File: src/hdl/i2a_pkg.sv
package i2a_pkg;

    // default width of the number
    localparam int VALUE_BITS_DEF = 64;

    // format modes
    localparam logic [1:0] MODE_DEC     = 2'd0;
    localparam logic [1:0] MODE_HEX     = 2'd1;
    localparam logic [1:0] MODE_HEX_PAD = 2'd2;
    localparam logic [1:0] MODE_BIN     = 2'd3;

    // shift unit operations
    localparam logic [1:0] OP_HOLD   = 2'd0;
    localparam logic [1:0] OP_DABBLE = 2'd1;
    localparam logic [1:0] OP_SHIFT4 = 2'd2;
    localparam logic [1:0] OP_SHIFT1 = 2'd3;

    // ascii codes
    localparam logic [6:0] CHAR_ZERO = 7'h30;
    localparam logic [6:0] CHAR_A    = 7'h41;

    typedef logic [1:0] op_t;

    // one digit to its upper-case ascii glyph
    function automatic logic [6:0] glyph(input logic [3:0] digit);
        logic [6:0] code;
        if (digit < 4'd10)
        begin
            code = CHAR_ZERO + {3'b000, digit};
        end
        else
        begin
            code = CHAR_A + {3'b000, digit} - 7'd10;
        end
        return code;
    endfunction

endpackage

File: src/hdl/i2a_shift_unit.sv
module i2a_shift_unit #(
    parameter int VALUE_BITS = i2a_pkg::VALUE_BITS_DEF,
    parameter int SR_BITS    = 80
) (
    input  i2a_pkg::op_t            op,
    input  logic [SR_BITS-1:0]      sr_in,
    input  logic [VALUE_BITS-1:0]   val_in,
    output logic [SR_BITS-1:0]      sr_out,
    output logic [VALUE_BITS-1:0]   val_out,
    output logic [3:0]              digit
);

    localparam int NIBBLES = SR_BITS / 4;

    logic [SR_BITS-1:0] adjusted;

    // add three to every bcd digit of five or more
    always_comb
    begin
        for (int i = 0; i < NIBBLES; i++)
        begin
            if (sr_in[i*4 +: 4] >= 4'd5)
            begin
                adjusted[i*4 +: 4] = sr_in[i*4 +: 4] + 4'd3;
            end
            else
            begin
                adjusted[i*4 +: 4] = sr_in[i*4 +: 4];
            end
        end
    end

    // top digit as seen by the current operation
    always_comb
    begin
        if (op == i2a_pkg::OP_SHIFT1)
        begin
            digit = {3'b000, sr_in[SR_BITS-1]};
        end
        else
        begin
            digit = sr_in[SR_BITS-1 -: 4];
        end
    end

    // shift / adjust step
    always_comb
    begin
        case (op)
            i2a_pkg::OP_DABBLE:
            begin
                sr_out  = {adjusted[SR_BITS-2:0], val_in[VALUE_BITS-1]};
                val_out = {val_in[VALUE_BITS-2:0], 1'b0};
            end
            i2a_pkg::OP_SHIFT4:
            begin
                sr_out  = {sr_in[SR_BITS-5:0], 4'b0000};
                val_out = val_in;
            end
            i2a_pkg::OP_SHIFT1:
            begin
                sr_out  = {sr_in[SR_BITS-2:0], 1'b0};
                val_out = val_in;
            end
            default:
            begin
                sr_out  = sr_in;
                val_out = val_in;
            end
        endcase
    end

endmodule

File: config.mk
export PLATFORM = sky130hd
export DESIGN_NAME = i2a_shift_unit
export DESIGN_NICKNAME = d
export VERILOG_FILES = /design/src/hdl/i2a_pkg.sv /design/src/hdl/i2a_shift_unit.sv
export SDC_FILE = /design/constraint.sdc
export NUM_CORES = 1
export LEC_CHECK = 0
export BUFFER_PORTS_ARGS = -buffer_cell sky130_fd_sc_hd__buf_2
export CAP_MARGIN = 10
export CORE_AREA = 3 3 112 114
export DETAILED_ROUTE_END_ITERATION = 16
export DIE_AREA = 0 0 115 117
export PLACE_DENSITY = 0.77
export SLEW_MARGIN = 20
export SYNTH_ARGS = -nofsm -noshare
export SYNTH_HDL_FRONTEND = slang
export SYNTH_SLANG_ARGS = --single-unit
export TNS_END_PERCENT = 20
File: constraint.sdc
create_clock -name vclk -period 2.63
set_clock_uncertainty 0.15 [all_clocks]
set_input_delay 0.1315 -clock vclk [all_inputs]
set_output_delay 0.1315 -clock vclk [all_outputs]
set_load 0.1 [all_outputs]
==> summary.md <==
| Metric | Value |
|---|---|
| Status | `finished clean` |
| Critical Path RT | `2.35 ns` |
| Setup CP Type | `in -> out` |
| Antenna violations before repair | `1` |
| Row cnt | `39` |
| HPWL Detailed | `17000 um` |
| Total routed wirelength | `21000 um` |
| Yosys cell types | `50` |
| Fillers | `926` |
| Post-Synthesis Cells | `776` |
| Post-CTS setup buffer count | `0` |
| Placed inst area | `8020 sq um` |
| Met3 Track Usage GR | `4.32%` |
| Setup ws final | `0.384 ns` |
| Max VDD drop | `~0.24 mV` |
| Final GP Congestion | `0.928` |
| GR Layer Usage met2 | `approximately half` |
| CLK BUF | `0` |
| Gates resized, CTS repair | `0` |
| GR Layer Usage met1 | `33.1%` |
| Final net count | `1210` |
| Leak | `3.97 nW` |
| Worst Hold Path Cells | `4` |
| Die Span X | `115 um` |
| Seq pwr share | `0%` |
| Hold endpoint | `val_out[31]` |
| Final setup fails | `0` |
| Switch share | `70.4%` |
| Hold Crit Class | `in -> out` |
| Most frequent cells in the layout | `nand2_1 (200), buf_2 (187), buf_12 (110)` |
| Post-synthesis sequential area ratio | `0%` |
| Slew @ Worst Pin | `between 0.5 and 0.6 ns` |
| Post-synth top area share | `15.4%` |
| Hold Fails Final Rpt | `0` |
| Syn_nets | `a little under 1000` |
| Post-CTS Hold Buffers | `0` |
| HP Start | `val_in[31]` |
| Global route total overflow | `0` |
| Vias in the first global route | `~6400` |
| Logic pwr share | `100.0%` |
| Largest net degree at the start of global routing | `64` |
| Int Pwr | `983 uW` |
| Crit. End Element | `primary output` |
| Fin crit period | `2.25 ns` |
| Top post-synthesis cells by area | `nand2_1 (15%), ha_1 (10%), a2111oi_0 (5.7%)` |
| Final Cell Area | `8020 sq um` |
| Slew margin rel. | `59.2%` |
| Via density | `6.03` |
| Register Area | `0 sq um` |
| FMAX | `0.445 GHz` |
| Multi-input logic area | `4440 sq um` |
| Total GRT Usage | `28.1%` |
| Post-route ant nets | `0` |
| Clock share of power | `0%` |
| Arrival @ worst endpoint | `1.96 ns` |
| Die Ht | `117 um` |
| GRT busiest layer | `met2` |
| Synth warn | `0` |
| Commonest non-fill, non-tap cell in the layout | `nand2_1` |
| Die area | `between 10000 and 15000 sq um` |
| Max Cap Violations | `0` |
| RSZ-0062 raised after global routing | `no` |
| First-pass GRT wire length | `31500 um` |
| I/O Pins | `294` |
| Pins Over Slew Limit | `0` |
| P&R area growth vs syn | `64.4%` |
| CP startpoint kind | `primary input` |
| Pre-antenna DRT Iters | `8` |
| Initial Util | `42.3%` |
| I/O Buffers | `294` |
| Leading area contributor after synthesis | `nand2_1` |
| Share of layout cells above drive strength 1 | `between 30% and 40%` |
| Avg WL per Cell | `around 18 um` |
| DRC errors left | `0` |
| Initial drt markers | `701` |
| Core box area | `between 10000 and 15000 sq um` |
| Pre-CTS WS | `approximately 0.4 ns` |
| Syn Area/Cell | `6.28 sq um` |
| Switching power | `2.34 mW` |
| Routed via count | `7036` |
| Critical path fanouts, max | `54` |
| Flip-flop and latch count | `0` |
| Final period util | `between 80% and 90%` |
| Post-synthesis cell area | `4880 sq um` |
| PD cells | `between 400 and 500 nW/um^2` |
==> per-stage QoR <==
stage                     power (mW)  util [%]  setup TNS, ns  instances  hold WS [ns]
after floorplan                 2.22         -         -25.41        776         0.539
after global placement          3.28      69.6              0       1165         0.509
after detailed placement        3.31      69.6              0       1165         0.510
after CTS                       3.32      69.6              0       1165         0.512
after global routing            3.44      69.6              0       1166         0.524
final                           3.32      69.6              0       1166         0.513
==> logic make-up after synthesis <==
family	count (synthesis)	share of synthesized area [%]
adders and majority gates	40	10.3
muxes	25	5.16
and+or+nand+nor	360	37.0
buffers and inverters	111	10.1
AOI/OAI and AO/OA	240	37.4
==> power groups by stage <==
stage	registers [mW]	clock network [mW]	logic [mW]
after floorplan	0	0	2.22
after global placement	0	0	3.28
after detailed placement	0	0	3.31
after CTS	0	0	3.32
after global routing	0	0.0000000509	3.44
final	0	0.0000000511	3.32
==> layout make-up <==
type	instances	share of cell area [%]
repair buffers	306	40.0
inverters	51	2.39
multi-input cells	665	55.4
well taps	143	2.23
diodes	1	0.0312
==> per-layer routing <==
layer	up-vias	routed length, um
met3	56	1750
li1	3370	-
met5	-	0
met1	3257	7850
met4	0	753
met2	353	10600
==> worst max-delay path, stage by stage <==
cell and delay, ns:
buf_4 0.44, buf_12 0.29, nor2b_1 0.12, a21o_1 0.21
a311oi_1 0.49, buf_12 0.25
==> cell usage after synthesis (6+ instances only) <==
| cell | number |
|---|---|
| a2111oi_0 | 32 |
| a211oi_1 | 16 |
| a21o_1 | 12 |
| a21oi_1 | 25 |
| a221oi_1 | 22 |
| a311oi_1 | 16 |
| a31oi_1 | 13 |
| buf_2 | 32 |
| clkbuf_1 | 17 |
| ha_1 | 40 |
| inv_1 | 51 |
| mux2i_1 | 24 |
| nand2_1 | 200 |
| nand2b_1 | 25 |
| nor2_1 | 32 |
| nor2b_1 | 38 |
| nor3b_1 | 8 |
| nor4b_1 | 6 |
| o211a_1 | 12 |
| o211ai_1 | 34 |
| o21a_1 | 6 |
| o21ai_0 | 19 |
| or4_1 | 13 |
| or4b_2 | 7 |
==> how the worst max path moves through the flow <==
stage / start / endpoint / slack, ns / cells past startpoint
6_report: op[1] / sr_out[46] / 0.38 / 6
5_1_grt: op[1] / sr_out[73] / 0.26 / 6
4_1_cts: op[1] / sr_out[68] / 0.40 / 6
3_5_place_dp: op[1] / sr_out[68] / 0.40 / 6
3_3_place_gp: op[1] / sr_out[68] / 0.42 / 6
2_1_floorplan: op[0] / sr_out[73] / -0.84 / 6
(Power assumes the default switching activity.)
